File: src/hw/rtl/bf3_pkg.sv
`default_nettype none
// ----------------------------------------------------------------------------
// bf3_pkg
// shared types, constants and the divisor reciprocal table of the 3x3 filter
// ----------------------------------------------------------------------------
package bf3_pkg;

  localparam int unsigned MaxWidthDef  = 1024;
  localparam int unsigned MaxHeightDef = 1024;

  localparam int unsigned CfgW   = 11;  // configuration data width
  localparam int unsigned CfgIdxW = 2;
  localparam int unsigned DimW   = 14;  // holds any clamped dimension
  localparam int unsigned PixW   = 8;
  localparam int unsigned PosW   = 10;  // row and column of a result
  localparam int unsigned SumW   = 12;  // nine pixels
  localparam int unsigned RcpW   = 17;
  localparam int unsigned RcpSh  = 16;

  localparam logic [CfgIdxW-1:0] RegFrameWidth  = 2'd0;
  localparam logic [CfgIdxW-1:0] RegFrameHeight = 2'd1;

  localparam logic [CfgW-1:0] FrameWidthRst  = 11'd640;
  localparam logic [CfgW-1:0] FrameHeightRst = 11'd480;

  typedef enum logic [1:0] {
    ST_IDLE,
    ST_SHIFT,
    ST_EMIT
  } state_e;

  typedef struct packed {
    logic       accept;
    logic       shift;
    logic       load;
    logic [1:0] sel;
    logic       last;
  } cmd_t;

  typedef struct packed {
    logic [3:0] mask;
    logic       s1_free;
  } sts_t;

  // reciprocal of the neighbour count, scaled by 2^16, exact for sums below 2^12
  function automatic logic [RcpW-1:0] bf3_rcp(input logic [1:0] rlo, input logic [1:0] clo);
    logic [3:0] cnt;
    logic [RcpW-1:0] r;
    cnt = {2'b00, 2'd3 - rlo} * {2'b00, 2'd3 - clo};
    case (cnt)
      4'd1:    r = 17'd65536;
      4'd2:    r = 17'd32768;
      4'd3:    r = 17'd21846;
      4'd4:    r = 17'd16384;
      4'd6:    r = 17'd10923;
      4'd9:    r = 17'd7282;
      default: r = 17'd65536;
    endcase
    return r;
  endfunction

endpackage
`default_nettype wire

File: src/hw/rtl/bf3_ctrl.sv
`default_nettype none
// ----------------------------------------------------------------------------
// bf3_ctrl
// sequencer: takes an item, updates the window, then issues its results
// ----------------------------------------------------------------------------
module bf3_ctrl
  import bf3_pkg::*;
(
  input  wire  clk_i,
  input  wire  rst_ni,
  input  wire  in_valid_i,
  output logic in_stall_o,
  input  sts_t sts_i,
  output cmd_t cmd_o
);

  state_e     state_q, state_d;
  logic [3:0] pend_q, pend_d;
  logic [3:0] rest;
  logic [1:0] sel;

  always_ff @(posedge clk_i or negedge rst_ni) begin
    if (!rst_ni) begin
      state_q <= ST_IDLE;
      pend_q  <= '0;
    end else begin
      state_q <= state_d;
      pend_q  <= pend_d;
    end
  end

  // lowest pending result goes first
  always_comb begin
    if (pend_q[0]) begin
      sel = 2'd0;
    end else if (pend_q[1]) begin
      sel = 2'd1;
    end else if (pend_q[2]) begin
      sel = 2'd2;
    end else begin
      sel = 2'd3;
    end
    rest = pend_q & ~(4'd1 << sel);
  end

  always_comb begin
    in_stall_o  = (state_q != ST_IDLE);
    cmd_o       = '0;
    cmd_o.sel   = sel;
    cmd_o.last  = (rest == 4'd0);
    case (state_q)
      ST_IDLE:  cmd_o.accept = in_valid_i;
      ST_SHIFT: cmd_o.shift = 1'b1;
      ST_EMIT:  cmd_o.load = sts_i.s1_free;
      default:  cmd_o = '0;
    endcase
  end

  always_comb begin
    state_d = state_q;
    pend_d  = pend_q;
    case (state_q)
      ST_IDLE: begin
        if (in_valid_i) state_d = ST_SHIFT;
      end
      ST_SHIFT: begin
        pend_d  = sts_i.mask;
        state_d = (sts_i.mask == 4'd0) ? ST_IDLE : ST_EMIT;
      end
      ST_EMIT: begin
        if (sts_i.s1_free) begin
          pend_d = rest;
          if (rest == 4'd0) state_d = ST_IDLE;
        end
      end
      default: state_d = ST_IDLE;
    endcase
  end

endmodule
`default_nettype wire

File: config.mk
export PLATFORM = sky130hd
export DESIGN_NAME = bf3_ctrl
export DESIGN_NICKNAME = d
export VERILOG_FILES = /design/src/hw/rtl/bf3_pkg.sv /design/src/hw/rtl/bf3_ctrl.sv
export SDC_FILE = /design/constraint.sdc
export NUM_CORES = 1
export LEC_CHECK = 0
export BUFFER_PORTS_ARGS = -buffer_cell sky130_fd_sc_hd__buf_2
export CAP_MARGIN = 0
export CORE_MARGIN = 2
export CORE_UTILIZATION = 25
export CTS_CLUSTER_SIZE = 20
export DETAILED_ROUTE_END_ITERATION = 8
export HOLD_SLACK_MARGIN = 0.15
export PLACE_DENSITY = 0.59
export SYNTH_ARGS = -nofsm -noshare
export SYNTH_HDL_FRONTEND = slang
export SYNTH_SLANG_ARGS = --single-unit
File: constraint.sdc
create_clock -name clk_i -period 1.66 [get_ports clk_i]
set_clock_uncertainty 0.1 [all_clocks]
set_input_delay 0.166 -clock clk_i [delete_from_list [all_inputs] [get_ports clk_i]]
set_output_delay 0.166 -clock clk_i [all_outputs]
set_load 0.02 [all_outputs]
==> flow_summary.json, run 1 <==
{
  "status": "finished clean",
  "switching_power_mw": 0.419,
  "switching_share": 0.459,
  "ys_warn_count": 0,
  "reg2reg_from": "state_q[0]$_DFFE_PN0P_",
  "place.gp.congestion": 0.683,
  "initialDrtViolationCount": 2,
  "gr-total-overflow": 0,
  "dp_slack_ns": 0.313,
  "antenna_found_initial": 0,
  "ios": 15,
  "area_growth_pct": 54.7,
  "cts_tree": "built",
  "grtUsageMet1": 0.111,
  "maxCapViolCount": 0,
  "r2r-end": "pend_q[3]$_DFFE_PN0P_",
  "p_clk_frac": 0.141,
  "worst_path_max_delay_cell": "dfrtp_1",
  "syn_area_per_cell_um2": 8.73,
  "final_area_um2": 513,
  "setup_ws_ns": 0.0988,
  "n_antenna_cell": 0,
  "hold_class": "input port to register",
  "placed_area_um2": 420,
  "ant_nets": 0,
  "num_vias": 324,
  "synthTopCellsByCount": "7 x nor2_1, 6 x dfrtp_1",
  "drc": 0,
  "synth_top_cell_by_area": "dfrtp_1",
  "finalSetupViolations": 0,
  "worstSetupPathType": "register to output pin",
  "period_minus_slack_ns": 1.56,
  "grt_max_degree": 8,
  "synth_top_area_share": 0.453,
  "min_period_over_period": 0.940,
  "rows": 13,
  "hp-start": "sts_i[0]",
  "power.leakage_nw": 0.253,
  "top_usage_layer": "met2",
  "synth.yosys.seq_area_share": 0.453,
  "cts.reportedPaths.clkPinSlew_ns": 0.04,
  "min_to": "state_q[1]$_DFFE_PN0P_",
  "design.die.area_mm2": 0.00163,
  "avgRoutedWirePerCell_um": 10.0,
  "firstDrtPassIters": 2,
  "synth_cell_type_count": 16,
  "vias_per_cell": 4.26,
  "syn_inst": 38,
  "relSlewSlack": 0.790,
  "synth.most_common_cell": "nor2_1",
  "synth_enable_flop_cells": 0,
  "drive_gt1_frac": 0.344,
  "cts_buffers": 3,
  "internal_power_mw": 0.494,
  "hold_depth": 3,
  "portBuffers": 14,
  "die_x_um": 40.4,
  "power_density_mw_per_mm2": 1780,
  "crit_arrival_ns": 1.30,
  "synth_nets": 46,
  "ff2ff_path_depth": 3,
  "worst_pin_slew_ns": 0.311,
  "slew_violations": 0,
  "p_comb_frac": 0.521,
  "grt_pass1_vias": 279,
  "crit_path_end_kind": "output pin",
  "ys_seq_elements": 6,
  "peakVddDrop_mv": 0.658,
  "clk_path_buf_depth": 2,
  "use_met3": 0.0333,
  "max_stage_delay_ns": 0.46,
  "finalHoldViolCount": 0,
  "cts-root-buf": "clkbuf_4",
  "grt_pass1_wl_um": 1020,
  "synth_ff_type": "dfrtp_1",
  "reg2reg_setup_slack_ns": 0.39,
  "cts.sinks": 6,
  "insertion_delay_ns": 0.24,
  "grtUsageTotal": 0.0995,
  "cts_max_level": 1,
  "required_ns": 1.39,
  "grtUsageMet2": 0.155,
  "p_seq_frac": 0.338,
  "worstPathMaxFanout": 7,
  "die_y_um": 40.4,
  "nets": 71,
  "max_freq_ghz": 0.641,
  "syn_area_um2": 332,
  "async_flop_share": 1.00,
  "path_cells": "a211oi_2 -> nor2_1 -> a21oi_1 -> buf_2",
  "yosys-top-cells-area": "dfrtp_1 45%, mux2i_1 9.1%, nor2_1 7.9%, a211oi_1 6.8%, o21ai_0 4.5%",
  "core-area_mm2": 0.00127,
  "startpoint_type": "register",
  "wl_um": 762,
  "hold_slack_ns": 0.174,
  "start_util": 0.261
}
-- flip-flops by register name (all words and copies together) (netlist names) --
signal   flops
state_q      2
pend_q       4
-- worst max-delay path, delay by kind of cell (launching register included) --
family | cells | cell delay [ns]
flip-flops | 1 | 0.46
AO/OA/AOI/OAI | 2 | 0.36
buffers and inverters | 1 | 0.17
AND/OR/NAND/NOR | 1 | 0.07
-- metrics by stage --
step                      utilization  setup TNS (ns)  total power, mW  std cells
final                           0.404               0            0.913         76
after global routing            0.404        -0.00220            0.989         76
after CTS                       0.396               0            0.899         76
after detailed placement        0.331               0            0.754         67
after global placement          0.331               0            0.753         67
after floorplan                     -               0            0.606         38
-- worst max path at each step --
stage / from / to / depth (start not counted)
2_1_floorplan: pend_q[0]$_DFFE_PN0P_ / cmd_o[0] / 3
3_3_place_gp: pend_q[0]$_DFFE_PN0P_ / cmd_o[0] / 4
3_5_place_dp: pend_q[0]$_DFFE_PN0P_ / cmd_o[0] / 4
4_1_cts: pend_q[0]$_DFFE_PN0P_ / cmd_o[0] / 4
5_1_grt: pend_q[0]$_DFFE_PN0P_ / cmd_o[0] / 4
6_report: pend_q[0]$_DFFE_PN0P_ / cmd_o[0] / 4
-- power groups by stage --
stage	Combinational (mW)	Clock, mW	Sequential [mW]
floorplan	0.332	0	0.275
global placement	0.458	0	0.295
detailed placement	0.459	0	0.295
CTS	0.470	0.135	0.293
global route	0.521	0.146	0.322
finish	0.476	0.128	0.309
-- layer usage --
layer  wire length, um  part of all wire  vias to the layer above
met4                 0                 0                        0
met1               359              0.47                      134
li1                  -                 -                      178
met5                 0                 0                        -
met3                60             0.079                        0
met2               342              0.45                       12
-- logic make-up after synthesis --
| logic type | count (synthesis) | share of synthesized area |
|---|---|---|
| muxes | 3 | 0.0906 |
| buffers and inverters | 4 | 0.0566 |
| DFF | 6 | 0.453 |
| and+or+nand+nor | 15 | 0.208 |
| AOI/OAI and AO/OA | 10 | 0.192 |
-- what timing repair did --
action                     4_1_cts  5_1_grt
hold endpoints to repair        12        0
setup buffers                    0        0
setup endpoints to repair        0        1
resized for setup                0        2
hold buffers                     6        0
-- layout by cell type, fill, tap and decap left out --
| cell | synthesis | layout |
|---|---|---|
| nor2_1 | 7 | 7 |
| inv_1 | 3 | 3 |
| buf_4 | 1 | 1 |
| o41ai_1 | 1 | 1 |
| nor2b_1 | 1 | 1 |
| o21a_1 | 1 | 1 |
| buf_2 | 0 | 14 |
| nand3b_1 | 1 | 1 |
| a211oi_2 | 0 | 2 |
| or2_2 | 1 | 1 |
| a211oi_1 | 3 | 1 |
| dlygate4sd3_1 | 0 | 6 |
| a21oi_1 | 2 | 2 |
| o21ai_0 | 3 | 3 |
| clkbuf_4 | 0 | 3 |
| nand2_1 | 3 | 3 |
| dfrtp_1 | 6 | 6 |
| nor3_1 | 1 | 1 |
| nand2b_1 | 1 | 1 |
| mux2i_1 | 3 | 3 |
-- final cells by class --
class	instances	area, um2
well taps	15	18.8
clock buffers	3	22.5
fillers	129	756
flip-flops and latches	6	150
multi-input cells	28	173
inverters	3	11.3
repair buffers	21	138
Note: power is estimated with default switching activity, not from simulation.
==> run 2: changes to the inputs <==
--- a/config.mk
+++ b/config.mk
@@ -5,13 +5,13 @@
 export SDC_FILE = /design/constraint.sdc
 export NUM_CORES = 1
 export LEC_CHECK = 0
-export BUFFER_PORTS_ARGS = -buffer_cell sky130_fd_sc_hd__buf_2
+export BUFFER_PORTS_ARGS = -buffer_cell sky130_fd_sc_hd__buf_4
 export CAP_MARGIN = 0
-export CORE_MARGIN = 2
 export CORE_UTILIZATION = 25
 export CTS_CLUSTER_SIZE = 20
 export DETAILED_ROUTE_END_ITERATION = 8
 export HOLD_SLACK_MARGIN = 0.15
+export MAX_ROUTING_LAYER = met4
 export PLACE_DENSITY = 0.59
 export SYNTH_ARGS = -nofsm -noshare
 export SYNTH_HDL_FRONTEND = slang
==> flow_summary.json, run 2 (synthesis results as in run 1) <==
{
  "start_util": 0.283,
  "power_density_mw_per_mm2": 1770,
  "initialDrtViolationCount": 3,
  "min_period_over_period": 0.927,
  "insertion_delay_ns": 0.24,
  "grtUsageTotal": 0.132,
  "reg2reg_setup_slack_ns": 0.40,
  "max_stage_delay_ns": 0.44,
  "switching_power_mw": 0.435,
  "setup_ws_ns": 0.121,
  "grt_pass1_vias": 347,
  "slew_violations": 0,
  "dpl.hpwl_um": 617,
  "grt_max_degree": 8,
  "drc": 0,
  "die_y_um": 38.4,
  "grt_setup_unrepaired": "false",
  "maxCapViolCount": 0,
  "switching_share": 0.442,
  "portBuffers": 14,
  "crit_arrival_ns": 1.27,
  "rows": 12,
  "reg_top3": "pend_q: 4 flops, state_q: 2 flops",
  "cts-root-buf": "clkbuf_4",
  "firstDrtPassIters": 4,
  "worstSetupPathType": "register to output pin",
  "dp_slack_ns": 0.300,
  "fin_setup_tns_ns": 0,
  "regMostFlops": "pend_q",
  "post_cts_buffers": 0,
  "vias_per_cell": 4.61,
  "internal_power_mw": 0.550,
  "ff_latch_area_um2": 151,
  "wl_um": 834,
  "clk_path_buf_depth": 2,
  "place.gp.congestion": 0.782,
  "worst_path_max_delay_cell": "dfrtp_1",
  "num_vias": 350,
  "nets": 72,
  "cts_buffers": 3,
  "path_cells": "a211oi_2 -> nor2_1 -> a21oi_1 -> buf_4",
  "startpoint_type": "register",
  "required_ns": 1.39,
  "worst_pin_slew_ns": 0.320,
  "die_x_um": 38.4,
  "gr-total-overflow": 0,
  "avgRoutedWirePerCell_um": 11.0,
  "finalSetupViolations": 0,
  "relSlewSlack": 0.784,
  "core-area_mm2": 0.00117,
  "nFillCells": 117,
  "design.die.area_mm2": 0.00148,
  "peakVddDrop_mv": 0.783,
  "p_seq_frac": 0.318,
  "layout_commonest_cell": "buf_4",
  "crit_path_end_kind": "output pin",
  "worstPathMaxFanout": 6,
  "cts.sinks": 6,
  "cts.reportedPaths.clkPinSlew_ns": 0.04,
  "max_freq_ghz": 0.650,
  "drive_gt1_frac": 0.355,
  "cts_max_level": 1,
  "multi_input_area_um2": 173,
  "p_comb_frac": 0.550,
  "ios": 15,
  "area_growth_pct": 68.3,
  "grt_pass1_wl_um": 1270,
  "hold_class": "input port to asynchronous set/reset pin",
  "period_minus_slack_ns": 1.54,
  "antenna_found_initial": 0,
  "final_cell_mix": "15 x buf_4, 7 x nor2_1, 7 x dlygate4sd3_1, 5 x dfrtp_1",
  "n_antenna_cell": 0,
  "status": "finished clean",
  "finalHoldViolCount": 0,
  "largest_reg_flops": 4,
  "power.total_mw": 0.986,
  "power.leakage_nw": 0.266,
  "cts_tree": "built",
  "ant_nets": 0,
  "p_clk_frac": 0.131
}
-- run 2: cell count changes in the layout (fill, tap and decap cells not counted) --
cell,before,now
buf_2,14,0
buf_4,1,15
dfrtp_2,0,1
dfrtp_1,6,5
dlygate4sd3_1,6,7
-- run 2: final timing paths --
path / start / to / depth (start not counted)
setup / recovery: pend_q[1]$_DFFE_PN0P_ / cmd_o[0] / 4
hold / removal: rst_ni / state_q[1]$_DFFE_PN0P_ / 2
hold reg to reg: pend_q[2]$_DFFE_PN0P_ / pend_q[2]$_DFFE_PN0P_ / 2
setup reg to reg: state_q[0]$_DFFE_PN0P_ / pend_q[3]$_DFFE_PN0P_ / 3
max in group asynchronous: rst_ni / pend_q[0]$_DFFE_PN0P_ / 2
min in group clk_i: pend_q[2]$_DFFE_PN0P_ / pend_q[2]$_DFFE_PN0P_ / 2
-- run 2: stage by stage --
step                      hold WS (ns)  std cells   util  instance area [um2]
after detailed placement        -0.125         66  0.388                  454
after global placement          -0.126         66  0.388                  454
after CTS                        0.158         76  0.467                  547
after floorplan                 -0.230         38      -                  332
final                            0.169         76  0.476                  558
after global routing             0.158         76  0.476                  558
-- run 2: area by class of cell --
cell class,instances,area share
Multi-Input combinational cell,28,0.309
Clock buffer,3,0.0404
Sequential cell,6,0.271
Tap cell,14,0.0314
Timing Repair Buffer,22,0.327
Inverter,3,0.0202
-- run 2: timing repair --
action	CTS	global route
hold buffers	7	0
hold endpoints to repair	12	0
gates resized for setup	0	3
endpoints found under the setup margin	0	1
-- run 2: routing by layer --
metal  part of all wire  vias up  global-route usage  routed length, um
li1                   -      179                   -                  -
met1               0.42      160               0.126                347
met2               0.55       11               0.225                455
met3              0.037        0              0.0233                 31
met4                  0        0               0.121                  0
met5                  0        -                   -                  0
-- run 2: worst max-delay path, delay by kind of cell (launching register included) --
family	cells	cell delay, ns
and+or+nand+nor	1	0.06
AOI/OAI and AO/OA	2	0.38
buffers and inverters	1	0.16
DFF	1	0.44
-- run 2: power groups by stage --
| stage | clock, mW | combinational [mW] | sequential [mW] |
|---|---|---|---|
| floorplan | 0 | 0.332 | 0.275 |
| global placement | 0 | 0.514 | 0.299 |
| detailed placement | 0 | 0.521 | 0.297 |
| CTS | 0.135 | 0.536 | 0.296 |
| global route | 0.147 | 0.589 | 0.326 |
| finish | 0.129 | 0.542 | 0.314 |
==> run 3: changes to the inputs <==
--- a/config.mk
+++ b/config.mk
@@ -7,9 +7,11 @@
 export LEC_CHECK = 0
 export BUFFER_PORTS_ARGS = -buffer_cell sky130_fd_sc_hd__buf_4
 export CAP_MARGIN = 0
+export CORE_MARGIN = 4
 export CORE_UTILIZATION = 25
 export CTS_CLUSTER_SIZE = 20
 export DETAILED_ROUTE_END_ITERATION = 8
+export GPL_TIMING_DRIVEN = 0
 export HOLD_SLACK_MARGIN = 0.15
 export MAX_ROUTING_LAYER = met4
 export PLACE_DENSITY = 0.59
==> flow_summary.json, run 3 (synthesis results as in run 1) <==
{
  "core-area_mm2": 0.00117,
  "ios": 15,
  "cts.reportedPaths.clkPinSlew_ns": 0.04,
  "regMostFlops": "pend_q",
  "drc": 0,
  "ant_nets": 0,
  "cts.sinks": 6,
  "grt_setup_unrepaired": "false",
  "hold_class": "input port to asynchronous set/reset pin",
  "nets": 73,
  "status": "finished clean",
  "relSlewSlack": 0.781,
  "dpl.hpwl_um": 583,
  "worst_pin_slew_ns": 0.325,
  "max_freq_ghz": 0.659,
  "n_antenna_cell": 0,
  "area_growth_pct": 70.6,
  "place.gp.congestion": 0.727,
  "design.die.area_mm2": 0.00197,
  "antenna_found_initial": 0,
  "start_util": 0.283,
  "firstDrtPassIters": 3,
  "grt_pass1_wl_um": 1350,
  "layout_commonest_cell": "buf_4",
  "final_cell_mix": "16 x buf_4, 7 x nor2_1, 7 x dlygate4sd3_1, 5 x dfrtp_1",
  "grt_max_degree": 8,
  "worstSetupPathType": "register to output pin",
  "worst_path_max_delay_cell": "dfrtp_1",
  "power.total_mw": 0.987,
  "vias_per_cell": 4.47,
  "cts_max_level": 1,
  "reg_top3": "pend_q: 4 flops, state_q: 2 flops",
  "worstPathMaxFanout": 7,
  "portBuffers": 14,
  "crit_arrival_ns": 1.25,
  "grt_pass1_vias": 310,
  "path_cells": "or2_2 -> nor2_1 -> buf_4",
  "finalSetupViolations": 0,
  "place_inst": 66,
  "cts-root-buf": "clkbuf_4",
  "avgRoutedWirePerCell_um": 10.8,
  "clk_path_buf_depth": 2,
  "instances_no_fill": 77,
  "insertion_delay_ns": 0.23,
  "gr-total-overflow": 0,
  "required_ns": 1.39,
  "die_y_um": 44.4,
  "cts_tree": "built",
  "rows": 12,
  "power_density_mw_per_mm2": 1740,
  "maxCapViolCount": 0,
  "largest_reg_flops": 4,
  "peakVddDrop_mv": 0.895,
  "drive_gt1_frac": 0.365,
  "hold_slack_ns": 0.169,
  "fin_setup_tns_ns": 0,
  "nFillCells": 121,
  "min_period_over_period": 0.914,
  "finalHoldViolCount": 0,
  "num_vias": 344,
  "period_minus_slack_ns": 1.52,
  "power.leakage_nw": 0.271,
  "grtUsageTotal": 0.101,
  "wl_um": 832,
  "startpoint_type": "register",
  "die_x_um": 44.4,
  "crit_path_end_kind": "output pin",
  "cts_buffers": 3,
  "slew_violations": 0,
  "max_stage_delay_ns": 0.44,
  "initialDrtViolationCount": 5
}
run 3: changes by cell type in the layout (fill, tap and decap cells not counted), sizes merged:
cell  before  now
buf       15   16
run 3: per-layer routing:
layer,GRT usage,part of all wire,wire length [um],vias up
met5,-,0,0,-
met4,0.0542,0,0,0
met3,0.0407,0.053,44,0
met2,0.134,0.52,431,9
met1,0.129,0.43,357,152
li1,-,-,-,183
run 3: worst paths after layout:
check	from	end	slack, ns	cells after the start
max in group asynchronous	rst_ni	pend_q[0]$_DFFE_PN0P_	1.17	2
setup / recovery	state_q[1]$_DFFE_PN0P_	cmd_o[5]	0.14	3
setup reg to reg	state_q[0]$_DFFE_PN0P_	pend_q[3]$_DFFE_PN0P_	0.44	3
hold reg to reg	pend_q[2]$_DFFE_PN0P_	pend_q[3]$_DFFE_PN0P_	0.52	2
min in group clk_i	pend_q[2]$_DFFE_PN0P_	pend_q[3]$_DFFE_PN0P_	0.52	2
hold / removal	rst_ni	pend_q[1]$_DFFE_PN0P_	0.17	2
run 3: worst max-delay path: cells and delay by family (launching register included):
kind          cells  cell delay (ns)
buf+inv           1             0.14
flops             1             0.44
simple gates      2             0.43
run 3: timing repair:
item | in CTS | in global routing
hold buffers | 7 | 0
endpoints found under the setup margin | 0 | 1
endpoints found under the hold margin | 11 | 0
setup buffers | 0 | 1
resized for setup | 0 | 3
run 3: cell type report:
type	count	area [um2]	area share
Buffer	1	7.51	0.0133
Clock buffer	3	22.5	0.0398
Inverter	3	11.3	0.0199
Multi-Input combinational cell	28	173	0.305
Sequential cell	6	151	0.268
Tap cell	14	17.5	0.0310
Timing Repair Buffer	22	183	0.323
run 3: stage by stage:
stage | setup WS (ns) | util | instance area, um2
after floorplan | 0.292 | - | 332
after global placement | 0.316 | 0.388 | 454
after detailed placement | 0.310 | 0.388 | 454
after CTS | 0.0434 | 0.467 | 547
after global routing | 0.00681 | 0.483 | 566
final | 0.143 | 0.483 | 566
run 3: where the power goes:
group          switching (mW)  internal, mW
logic                   0.281         0.268
registers               0.102         0.212
clock network          0.0424        0.0811
total                   0.425         0.562
